File: src/sv/sha_md_pkg.sv
// sha-256 digest package: state type, control structs, round constants, initial hash words
// no dependencies; used by every module of the digest block
`timescale 1ns / 1ps
`default_nettype none

package sha_md_pkg;

    typedef logic [31:0] t_word;

    // sequencer states
    typedef enum logic [2:0] {
        ST_IDLE,
        ST_INIT,
        ST_ROUND,
        ST_ADD,
        ST_PAD80,
        ST_PADZ,
        ST_LEN,
        ST_OUT
    } t_state;

    // block/schedule window controls
    typedef struct packed {
        logic       push;
        logic [7:0] push_byte;
        logic       step;
    } t_sched_ctl;

    // round unit controls
    typedef struct packed {
        logic load_iv;
        logic init;
        logic round;
        logic add;
        logic rotate;
    } t_core_ctl;

    localparam logic [7:0] PAD_BYTE   = 8'h80;
    localparam logic [7:0] ZERO_BYTE  = 8'h00;
    localparam logic [5:0] LEN_POS    = 6'd56;
    localparam logic [5:0] LAST_POS   = 6'd63;
    localparam logic [5:0] LAST_ROUND = 6'd63;
    localparam logic [2:0] LAST_WORD  = 3'd7;

    localparam t_word HASH_IV [8] = '{
        32'h6a09e667, 32'hbb67ae85, 32'h3c6ef372, 32'ha54ff53a,
        32'h510e527f, 32'h9b05688c, 32'h1f83d9ab, 32'h5be0cd19
    };

    localparam t_word ROUND_K [64] = '{
        32'h428a2f98, 32'h71374491, 32'hb5c0fbcf, 32'he9b5dba5,
        32'h3956c25b, 32'h59f111f1, 32'h923f82a4, 32'hab1c5ed5,
        32'hd807aa98, 32'h12835b01, 32'h243185be, 32'h550c7dc3,
        32'h72be5d74, 32'h80deb1fe, 32'h9bdc06a7, 32'hc19bf174,
        32'he49b69c1, 32'hefbe4786, 32'h0fc19dc6, 32'h240ca1cc,
        32'h2de92c6f, 32'h4a7484aa, 32'h5cb0a9dc, 32'h76f988da,
        32'h983e5152, 32'ha831c66d, 32'hb00327c8, 32'hbf597fc7,
        32'hc6e00bf3, 32'hd5a79147, 32'h06ca6351, 32'h14292967,
        32'h27b70a85, 32'h2e1b2138, 32'h4d2c6dfc, 32'h53380d13,
        32'h650a7354, 32'h766a0abb, 32'h81c2c92e, 32'h92722c85,
        32'ha2bfe8a1, 32'ha81a664b, 32'hc24b8b70, 32'hc76c51a3,
        32'hd192e819, 32'hd6990624, 32'hf40e3585, 32'h106aa070,
        32'h19a4c116, 32'h1e376c08, 32'h2748774c, 32'h34b0bcb5,
        32'h391c0cb3, 32'h4ed8aa4a, 32'h5b9cca4f, 32'h682e6ff3,
        32'h748f82ee, 32'h78a5636f, 32'h84c87814, 32'h8cc70208,
        32'h90befffa, 32'ha4506ceb, 32'hbef9a3f7, 32'hc67178f2
    };

endpackage

`default_nettype wire

File: src/sv/sha256_message_digest.sv
// sha-256 message digest top level: sequencer, byte and length counters, padding
// depends on sha_md_pkg, sha_md_sched, sha_md_core
`timescale 1ns / 1ps
`default_nettype none

// channel  | handshake                 | payload
// ---------+---------------------------+------------------------------------------
// in       | i_in_valid / o_in_ready   | i_data_byte, i_byte_valid, i_end_of_message
// out      | o_out_valid / i_out_ready | o_digest_word, o_word_index, o_final_word
//
// the 64th byte of a block starts a compression (load, 64 rounds of the shared round
// unit, hash add) with o_in_ready low. an end item pads one byte per cycle, pausing
// at the length field and compressing each padded block, then offers the eight
// digest words, one per out transfer, h0 first.
// o_in_ready stays low until the eighth word is taken; a stalled output holds.
// reset (synchronous, active low) loads the initial hash and clears all counters.

module sha256_message_digest (
    input  wire         i_clk,
    input  wire         i_rst_n,
    input  wire         i_in_valid,
    output logic        o_in_ready,
    input  wire  [7:0]  i_data_byte,
    input  wire         i_byte_valid,
    input  wire         i_end_of_message,
    output logic        o_out_valid,
    input  wire         i_out_ready,
    output logic [31:0] o_digest_word,
    output logic [2:0]  o_word_index,
    output logic        o_final_word
);

    sha_md_pkg::t_state     r_state;
    sha_md_pkg::t_state     n_state;
    logic [5:0]             r_pos;
    logic [60:0]            r_count;
    logic [5:0]             r_round;
    logic [2:0]             r_widx;
    logic                   r_end;
    logic                   r_sent80;
    logic                   r_fin;

    logic                   in_xfer;
    logic                   out_xfer;
    logic [63:0]            bit_len;
    logic [7:0]             len_byte;
    sha_md_pkg::t_sched_ctl sched_ctl;
    sha_md_pkg::t_core_ctl  core_ctl;
    sha_md_pkg::t_word      sched_w;
    sha_md_pkg::t_word      digest;

    assign in_xfer  = i_in_valid && o_in_ready;
    assign out_xfer = o_out_valid && i_out_ready;

    // length bytes, most significant first, picked by position 56..63
    assign bit_len  = {r_count, 3'b000};
    assign len_byte = bit_len[{3'd7 - r_pos[2:0], 3'b000} +: 8];

    // next state
    always_comb begin
        n_state = r_state;
        unique case (r_state)
            sha_md_pkg::ST_IDLE: begin
                if (in_xfer) begin
                    if (i_byte_valid && r_pos == sha_md_pkg::LAST_POS) begin
                        n_state = sha_md_pkg::ST_INIT;
                    end else if (i_end_of_message) begin
                        n_state = sha_md_pkg::ST_PAD80;
                    end
                end
            end
            sha_md_pkg::ST_INIT: begin
                n_state = sha_md_pkg::ST_ROUND;
            end
            sha_md_pkg::ST_ROUND: begin
                if (r_round == sha_md_pkg::LAST_ROUND) begin
                    n_state = sha_md_pkg::ST_ADD;
                end
            end
            sha_md_pkg::ST_ADD: begin
                priority if (r_fin) begin
                    n_state = sha_md_pkg::ST_OUT;
                end else if (r_end && r_sent80) begin
                    n_state = sha_md_pkg::ST_PADZ;
                end else if (r_end) begin
                    n_state = sha_md_pkg::ST_PAD80;
                end else begin
                    n_state = sha_md_pkg::ST_IDLE;
                end
            end
            sha_md_pkg::ST_PAD80: begin
                if (r_pos == sha_md_pkg::LAST_POS) begin
                    n_state = sha_md_pkg::ST_INIT;
                end else begin
                    n_state = sha_md_pkg::ST_PADZ;
                end
            end
            sha_md_pkg::ST_PADZ: begin
                if (r_pos == sha_md_pkg::LEN_POS) begin
                    n_state = sha_md_pkg::ST_LEN;
                end else if (r_pos == sha_md_pkg::LAST_POS) begin
                    n_state = sha_md_pkg::ST_INIT;
                end
            end
            sha_md_pkg::ST_LEN: begin
                if (r_pos == sha_md_pkg::LAST_POS) begin
                    n_state = sha_md_pkg::ST_INIT;
                end
            end
            sha_md_pkg::ST_OUT: begin
                if (out_xfer && r_widx == sha_md_pkg::LAST_WORD) begin
                    n_state = sha_md_pkg::ST_IDLE;
                end
            end
            default: begin
                n_state = sha_md_pkg::ST_IDLE;
            end
        endcase
    end

    // control outputs
    always_comb begin
        o_in_ready          = 1'b0;
        o_out_valid         = 1'b0;
        sched_ctl.push      = 1'b0;
        sched_ctl.push_byte = sha_md_pkg::ZERO_BYTE;
        sched_ctl.step      = 1'b0;
        core_ctl.load_iv    = 1'b0;
        core_ctl.init       = 1'b0;
        core_ctl.round      = 1'b0;
        core_ctl.add        = 1'b0;
        core_ctl.rotate     = 1'b0;
        unique case (r_state)
            sha_md_pkg::ST_IDLE: begin
                o_in_ready          = 1'b1;
                sched_ctl.push      = in_xfer && i_byte_valid;
                sched_ctl.push_byte = i_data_byte;
            end
            sha_md_pkg::ST_INIT: begin
                core_ctl.init = 1'b1;
            end
            sha_md_pkg::ST_ROUND: begin
                core_ctl.round = 1'b1;
                sched_ctl.step = 1'b1;
            end
            sha_md_pkg::ST_ADD: begin
                core_ctl.add = 1'b1;
            end
            sha_md_pkg::ST_PAD80: begin
                sched_ctl.push      = 1'b1;
                sched_ctl.push_byte = sha_md_pkg::PAD_BYTE;
            end
            sha_md_pkg::ST_PADZ: begin
                sched_ctl.push = (r_pos != sha_md_pkg::LEN_POS);
            end
            sha_md_pkg::ST_LEN: begin
                sched_ctl.push      = 1'b1;
                sched_ctl.push_byte = len_byte;
            end
            sha_md_pkg::ST_OUT: begin
                o_out_valid      = 1'b1;
                core_ctl.rotate  = out_xfer;
                core_ctl.load_iv = out_xfer && (r_widx == sha_md_pkg::LAST_WORD);
            end
            default: begin
                o_in_ready = 1'b0;
            end
        endcase
    end

    // state, counters and message flags
    always_ff @(posedge i_clk) begin
        if (!i_rst_n) begin
            r_state  <= sha_md_pkg::ST_IDLE;
            r_pos    <= '0;
            r_count  <= '0;
            r_round  <= '0;
            r_widx   <= '0;
            r_end    <= 1'b0;
            r_sent80 <= 1'b0;
            r_fin    <= 1'b0;
        end else begin
            r_state <= n_state;
            if (sched_ctl.push) begin
                r_pos <= r_pos + 6'd1;
            end
            if (in_xfer && i_byte_valid) begin
                r_count <= r_count + 61'd1;
            end
            if (in_xfer && i_end_of_message) begin
                r_end <= 1'b1;
            end
            if (r_state == sha_md_pkg::ST_PAD80) begin
                r_sent80 <= 1'b1;
            end
            if (r_state == sha_md_pkg::ST_LEN && r_pos == sha_md_pkg::LAST_POS) begin
                r_fin <= 1'b1;
            end
            if (core_ctl.round) begin
                r_round <= r_round + 6'd1;
            end
            if (out_xfer) begin
                r_widx <= r_widx + 3'd1;
            end
            // last digest word taken: ready for the next message
            if (core_ctl.load_iv) begin
                r_count  <= '0;
                r_end    <= 1'b0;
                r_sent80 <= 1'b0;
                r_fin    <= 1'b0;
            end
        end
    end

    sha_md_sched u_sched (
        .i_clk (i_clk),
        .i_ctl (sched_ctl),
        .o_w   (sched_w)
    );

    sha_md_core u_core (
        .i_clk    (i_clk),
        .i_rst_n  (i_rst_n),
        .i_ctl    (core_ctl),
        .i_k      (sha_md_pkg::ROUND_K[r_round]),
        .i_w      (sched_w),
        .o_digest (digest)
    );

    // digest word and index come straight from registers; the final flag is decoded from the index
    assign o_digest_word = digest;
    assign o_word_index  = r_widx;
    assign o_final_word  = (r_widx == sha_md_pkg::LAST_WORD);

endmodule

`default_nettype wire

File: src/sv/sha_md_sched.sv
// sha-256 block buffer and message schedule window in one 512-bit shift line
// depends on sha_md_pkg (t_word, t_sched_ctl)
`timescale 1ns / 1ps
`default_nettype none

module sha_md_sched (
    input  wire                     i_clk,
    input  sha_md_pkg::t_sched_ctl  i_ctl,
    output sha_md_pkg::t_word       o_w
);

    // word j of the window is w[t + j] while rounds run
    logic [511:0]      r_blk;
    sha_md_pkg::t_word w0;
    sha_md_pkg::t_word w1;
    sha_md_pkg::t_word w9;
    sha_md_pkg::t_word w14;
    sha_md_pkg::t_word sig0;
    sha_md_pkg::t_word sig1;
    sha_md_pkg::t_word w_new;

    assign w0  = r_blk[511:480];
    assign w1  = r_blk[479:448];
    assign w9  = r_blk[223:192];
    assign w14 = r_blk[63:32];

    // next schedule word
    assign sig0  = {w1[6:0], w1[31:7]} ^ {w1[17:0], w1[31:18]} ^ {3'b000, w1[31:3]};
    assign sig1  = {w14[16:0], w14[31:17]} ^ {w14[18:0], w14[31:19]} ^ {10'd0, w14[31:10]};
    assign w_new = w0 + sig0 + w9 + sig1;

    // bytes enter big-endian; rounds shift whole words
    always_ff @(posedge i_clk) begin
        if (i_ctl.push) begin
            r_blk <= {r_blk[503:0], i_ctl.push_byte};
        end else if (i_ctl.step) begin
            r_blk <= {r_blk[479:0], w_new};
        end
    end

    assign o_w = w0;

endmodule

`default_nettype wire

File: src/sv/sha_md_core.sv
// sha-256 round unit: working variables a..h, one round per cycle, and the hash words
// depends on sha_md_pkg (t_word, t_core_ctl, HASH_IV)
`timescale 1ns / 1ps
`default_nettype none

module sha_md_core (
    input  wire                     i_clk,
    input  wire                     i_rst_n,
    input  sha_md_pkg::t_core_ctl   i_ctl,
    input  sha_md_pkg::t_word       i_k,
    input  sha_md_pkg::t_word       i_w,
    output sha_md_pkg::t_word       o_digest
);

    sha_md_pkg::t_word r_h [8];
    sha_md_pkg::t_word r_v [8];
    sha_md_pkg::t_word big0;
    sha_md_pkg::t_word big1;
    sha_md_pkg::t_word ch;
    sha_md_pkg::t_word maj;
    sha_md_pkg::t_word t1;
    sha_md_pkg::t_word t2;

    // round function
    assign big1 = {r_v[4][5:0], r_v[4][31:6]} ^ {r_v[4][10:0], r_v[4][31:11]}
                ^ {r_v[4][24:0], r_v[4][31:25]};
    assign big0 = {r_v[0][1:0], r_v[0][31:2]} ^ {r_v[0][12:0], r_v[0][31:13]}
                ^ {r_v[0][21:0], r_v[0][31:22]};
    assign ch   = (r_v[4] & r_v[5]) ^ (~r_v[4] & r_v[6]);
    assign maj  = (r_v[0] & r_v[1]) ^ (r_v[0] & r_v[2]) ^ (r_v[1] & r_v[2]);
    assign t1   = r_v[7] + big1 + ch + i_k + i_w;
    assign t2   = big0 + maj;

    // hash words: initial value, block add, rotate out during readout
    always_ff @(posedge i_clk) begin
        if (!i_rst_n || i_ctl.load_iv) begin
            r_h <= sha_md_pkg::HASH_IV;
        end else if (i_ctl.add) begin
            for (int i = 0; i < 8; i++) begin
                r_h[i] <= r_h[i] + r_v[i];
            end
        end else if (i_ctl.rotate) begin
            for (int i = 0; i < 7; i++) begin
                r_h[i] <= r_h[i + 1];
            end
            r_h[7] <= r_h[0];
        end
    end

    // working variables
    always_ff @(posedge i_clk) begin
        if (i_ctl.init) begin
            r_v <= r_h;
        end else if (i_ctl.round) begin
            r_v[7] <= r_v[6];
            r_v[6] <= r_v[5];
            r_v[5] <= r_v[4];
            r_v[4] <= r_v[3] + t1;
            r_v[3] <= r_v[2];
            r_v[2] <= r_v[1];
            r_v[1] <= r_v[0];
            r_v[0] <= t1 + t2;
        end
    end

    assign o_digest = r_h[0];

endmodule

`default_nettype wire

File: config.mk
export PLATFORM = sky130hd
export DESIGN_NAME = sha256_message_digest
export DESIGN_NICKNAME = d
export VERILOG_FILES = /design/src/sv/sha_md_pkg.sv /design/src/sv/sha256_message_digest.sv /design/src/sv/sha_md_sched.sv /design/src/sv/sha_md_core.sv
export SDC_FILE = /design/constraint.sdc
export NUM_CORES = 2
export LEC_CHECK = 0
export ABC_AREA = 1
export BUFFER_PORTS_ARGS = -buffer_cell sky130_fd_sc_hd__buf_2
export CORE_ASPECT_RATIO = 0.6
export CORE_MARGIN = 1.5
export CORE_UTILIZATION = 30
export DETAILED_ROUTE_END_ITERATION = 7
export GPL_TIMING_DRIVEN = 0
export MAX_ROUTING_LAYER = met4
export PLACE_DENSITY = 0.44
export SETUP_SLACK_MARGIN = 0.3
export SKIP_CTS_REPAIR_TIMING = 1
export SYNTH_ARGS = -nofsm -noshare
export SYNTH_HDL_FRONTEND = slang
export SYNTH_HIERARCHICAL = 1
export SYNTH_SLANG_ARGS = --single-unit
File: constraint.sdc
create_clock -name i_clk -period 21.2 [get_ports i_clk]
set_input_delay 4.24 -clock i_clk [delete_from_list [all_inputs] [get_ports i_clk]]
set_output_delay 4.24 -clock i_clk [all_outputs]
set_load 0.01 [all_outputs]
# After elaboration in Yosys (flattened, before gate mapping)
# Memories as Yosys holds them, arrays and structs flattened.
# Cells that the tools add are included.
# Widths: inputs -> output; s select.
# word_totals
word_cells,132
rom_bits,2048
ff_bits,1106
latchBits,0
memories,1
ram_bits,0
inputBits,14
# classes
order_cmp,1
addsub,23
n_mux,29
n_eq_ne,16
bitwise_logic,19
n_reduce_logical,17
n_div,0
multipliers,0
shift,1
# mem_list
memory,words,word_bits,read_ports,rd_ports_with_merged_regs,write_ports,line,source
(name not given),64,32,1,0,0,sha256_message_digest.sv:225,".i_k (sha_md_pkg::ROUND_K[r_round]),"
# op_table
op,count
$mux 256,4
$mux 512,2
$add 32x32->32,18
$xor 32x32->32,9
$and 32x32->32,5
$mux 32,2
$shiftx 64x7->8,1
$add 61x1->61 const B,1
$mux 3,11
$not 32->32,1
$xor 32x22->32,1
$xor 32x29->32,1
$pmux 3 s8,1
$pmux 8 s3,1
$eq 6x6->1 const B,3
$eq 3x3->1 const B,5
$add 6x1->6 const B,2
$logic_and 1x1->1,8
$ge 7x7->1 const B,1
$mux 1,7
$not 6->7,1
$eq 3x2->1 const B,2
$ne 2x2->1 const B,3
$ne 6x6->1 const B,1
other kinds (12),15

# Depth between registers and ports, before layout
# logic_depth
ltp_word,9
depth_mapped,41
mapped_depth_nobuf,41

# By module
# The synthesis kept the hierarchy.
# by_module_without_submodules
module,area_per_inst_um2,instances,cells_per_inst,seq_area_each_um2
sha_md_core,48830.6,1,7265,12812.3
sha_md_sched,26822.0,1,2866,15374.7
sha256_message_digest,7876.3,1,1377,1641.6

# Worst setup path after synthesis
# No wires, ideal clock.
# synth_path
kind,input port to flip-flop
startpoint,input port i_in_valid
endpoint,"register u_sched.r_blk[0], enable pin"
t_required_ps,20533
setup_time_ps,667
arrival_time_ps,11328
path_slack_ps,9206
path_stages,7
path_cell_list,nand4_4 -> nand3_1 -> buf_4 -> buf_4 -> buf_2 -> buf_2 -> or2_2
# synth_lines
item,line,source
from (decl),sha256_message_digest.sv:21,"input wire i_in_valid,"
to (signal assigned),sha_md_sched.sv:35,"r_blk <= {r_blk[503:0], i_ctl.push_byte};"
to (signal assigned),sha_md_sched.sv:37,"r_blk <= {r_blk[479:0], w_new};"
to (decl),sha_md_sched.sv:13,logic [511:0] r_blk;

# Worst setup path in the final report
# layout_path
startpoint,register r_round[1]
endpoint,"register u_core/r_v[255] (netlist name), data pin"
# layout_via
elab_chain_cells,9
# layout_lines
item,line,source
from (decl),sha256_message_digest.sv:37,logic [5:0] r_round;
from (signal assigned),sha256_message_digest.sv:200,r_round <= r_round + 6'd1;
$not 6->7 (not written as such),sha256_message_digest.sv:225,
$mem_v2 64x32,--,
$mux 32 (not written as such) (2 in a row),sha256_message_digest.sv:225,
$add 32x32->32 (2 in a row),sha_md_core.sv:31,assign t1 = r_v[7] + big1 + ch + i_k + i_w;
$add 32x32->32,sha_md_core.sv:62,r_v[0] <= t1 + t2;
$mux 256,sha_md_core.sv:54,end else if (i_ctl.round) begin
$mux 256,sha_md_core.sv:52,if (i_ctl.init) begin
to (signal assigned),sha_md_core.sv:53,r_v <= r_h;
to (decl),sha_md_core.sv:16,sha_md_pkg::t_word r_v [8];
# Every way passes these cells. The select of a mux whose other input is x is not followed.
# A chain may end at the register's enable or synchronous reset.

==> metrics <==
clock sinks around 1,100; final wirelength a little over 500,000 µm; violated checks design-rule violations, max-capacitance violations, max-slew violations; unrepaired setup endpoints after global routing no; worst reg2reg endpoint u_core/r_v[255]; reg-to-reg slack, setup 8.97 ns; Syn-to-layout area delta 12.2%; syn_area_per_cell 7.26 µm²; slowest CP cell o21ai_0; ANT nets after route 0; Rows between 100 and 150; via count 87,400; WP data required 21.80 ns; worst path bufs/invs 7; hold path start u_core/r_h[211]; fill cell count 30,100; Die ar. 282,000 µm²; TritonCTS buffer count 142; area of the multi-input gates 45,900 µm²; largest net degree at the start of global routing 66; Syn. warnings 6; Post-synth top cells 3,517 x nand2_1, 1,516 x inv_1, 988 x o21ai_0; outcome finished, violations left; Main synth FF type edfxtp_1; H-tree depth 4; Residual DRC 8; Worst Hold Path EP u_core/r_h[211]; Post-synth EDFFs around 770; GRT Resource Usage Total between 30% and 40%; async set or reset register ratio after synthesis 0%; layout cells sized above 1 5.97%; Worst Tran Pin Value 1.65 ns; routability cong. 1.05; drt wl/cell 32.6 µm; Rel. slew slack -9.99%; Post-DP HPWL about 420,000 µm; Final min period 12.23 ns; Pins Over Slew Limit 134; Synth Cell Area approximately 84,000 µm²; drt via density 5.61; CP max FO 15; FMAX between 0.08 and 0.09 GHz; die extent in x 684 µm; CP Class reg2reg; Register Area 29,800 µm²; first-pass GRT wire length 671,000 µm; Netlist cell types 66; Final Setup Violations 0; Core Box Area 276,000 µm²; Max-cap violations 15; grt total ovfl 0; Critical Path Most Common Cell inv_1; Pre-Repair DR Iteration Count 8; r2r startpoint r_round[1]; vias in the first global route approximately 77,000; main area contributors after synthesis edfxtp_1 28%, nand2_1 16%, dfxtp_1 8.1%; R2R depth 33; most common cell in the netlist nand2_1; Startpoint Class flip-flop; register bit count reported by yosys 1,106; initial antenna violation count 57; worst stage delay on the critical path 1.16 ns; crit-path leading delay family compound AO/OA/AOI/OAI gates; chip height 412 µm; Cells after Synth 11,500; Worst-Skew Late Latency around 0.87 ns; IO buf count 51; CTS clk-pin slew, worst paths 0.07 ns; dominant cell type by area after synthesis edfxtp_1; # nets final between 10,000 and 15,000; io pins 52; CTS tree done; Period Utilization, post-route between 50 and 60%; initial core utilization 30.3%; CTS Buffer Depth 4; Setup crit end kind flip-flop; top-area cell type share of the netlist area 27.6%; Worst Path Arrival 12.83 ns; syn_nets 12,100; Initial DRC Count 14,400; sequential-to-total area share from yosys stat a little over a third; Hold Crit Depth 2; Hold Violations, Final 0; Fin Setup TNS 0 ns; Fin Clk Skew 0.0752 ns; CTS Root Cell clkbuf_16; Hold/Removal Path Class reg2reg
worst register-to-register path: cells and delay by family, from the launching register on:
family,cells,cell delay (ns)
buffers and inverters,7,1.21
xor gates and xnor gates,1,0.77
DFF,1,0.90
adders and majority gates,7,3.49
and+or+nand+nor,8,1.61
AOI/OAI and AO/OA,10,4.04
cells by family (layout without fill, tap and decap cells):
kind of cell	Yosys count	in the layout	synth area share (%)
AND/OR/NAND/NOR	5256	5256	25.9
AO/OA/AOI/OAI	2152	2152	14.0
buffers and inverters	2004	2335	9.57
flip-flops	1106	1106	35.7
adder cells (fa/ha/maj)	593	593	10.6
XOR/XNOR	397	397	4.16
other	0	39	0
metal layers:
metal  share of wire [%]  up-vias  global-route usage, %
li1                    -    38000                      -
met1                  51    43300                   57.9
met2                  31     5710                   37.1
met3                  16      421                   16.6
met4                 1.7        0                   5.73
met5                   0        -                      -
metrics by stage:
step,cells,setup slack (ns),cell area [µm²],hold WS [ns],utilization [%]
6_report,15600,8.97,93800,0.488,34.0
5_1_grt,15600,8.88,93700,0.519,34.0
4_1_cts,15500,9.63,93500,0.491,33.9
3_5_place_dp,15300,9.66,89200,0.479,32.3
3_3_place_gp,15300,4.70,88400,0.472,32.0
2_1_floorplan,11500,9.21,83500,0.446,-
state kept, by name, summed over array words and instances (netlist names), 3 cells and up:
register	cells
u_core/o_digest	32
o_word_index	3
r_count	61
u_core/r_v	256
r_round	6
r_pos	6
u_sched/r_blk	512
r_state	3
u_core/r_h	224
worst max-delay path by stage:
stage          slack [ns]         start                 end  depth (start not counted)
2_1_floorplan        9.21    i_in_valid    u_sched/r_blk[0]                          7
5_1_grt              8.88    r_round[0]     u_core/r_v[255]                         35
4_1_cts              9.63    r_round[0]     u_core/r_v[255]                         31
6_report             8.97    r_round[1]     u_core/r_v[255]                         33
3_5_place_dp         9.66    r_round[0]     u_core/r_v[255]                         31
3_3_place_gp         4.70  i_byte_valid  u_sched/r_blk[346]                          8
cell usage in the layout, fill, tap and decap left out, types with 169 or more instances in the layout:
master and n:
dfxtp_1 338, nand2_1 3517, a21oi_1 788, clkbuf_1 244, edfxtp_1 768, buf_2 191, fa_1 195, xor2_1 208
nor2_1 762, ha_1 394, o21ai_0 985, xnor2_1 169, inv_1 1516, nand3_1 580
layout make-up:
class	count	area share, %
tap	3699	4.94
antenna	39	0.104
sequential	1106	31.8
multi-input combinational	8398	48.9
clock buffer	187	4.10
timing repair buffer	89	1.06
buffer	474	2.45
inverter	1530	6.13
clock inverter	55	0.483
Power is left out: the tool's default activity adds up to more than one toggle a clock period on the data nets, which glitch-free logic cannot reach.
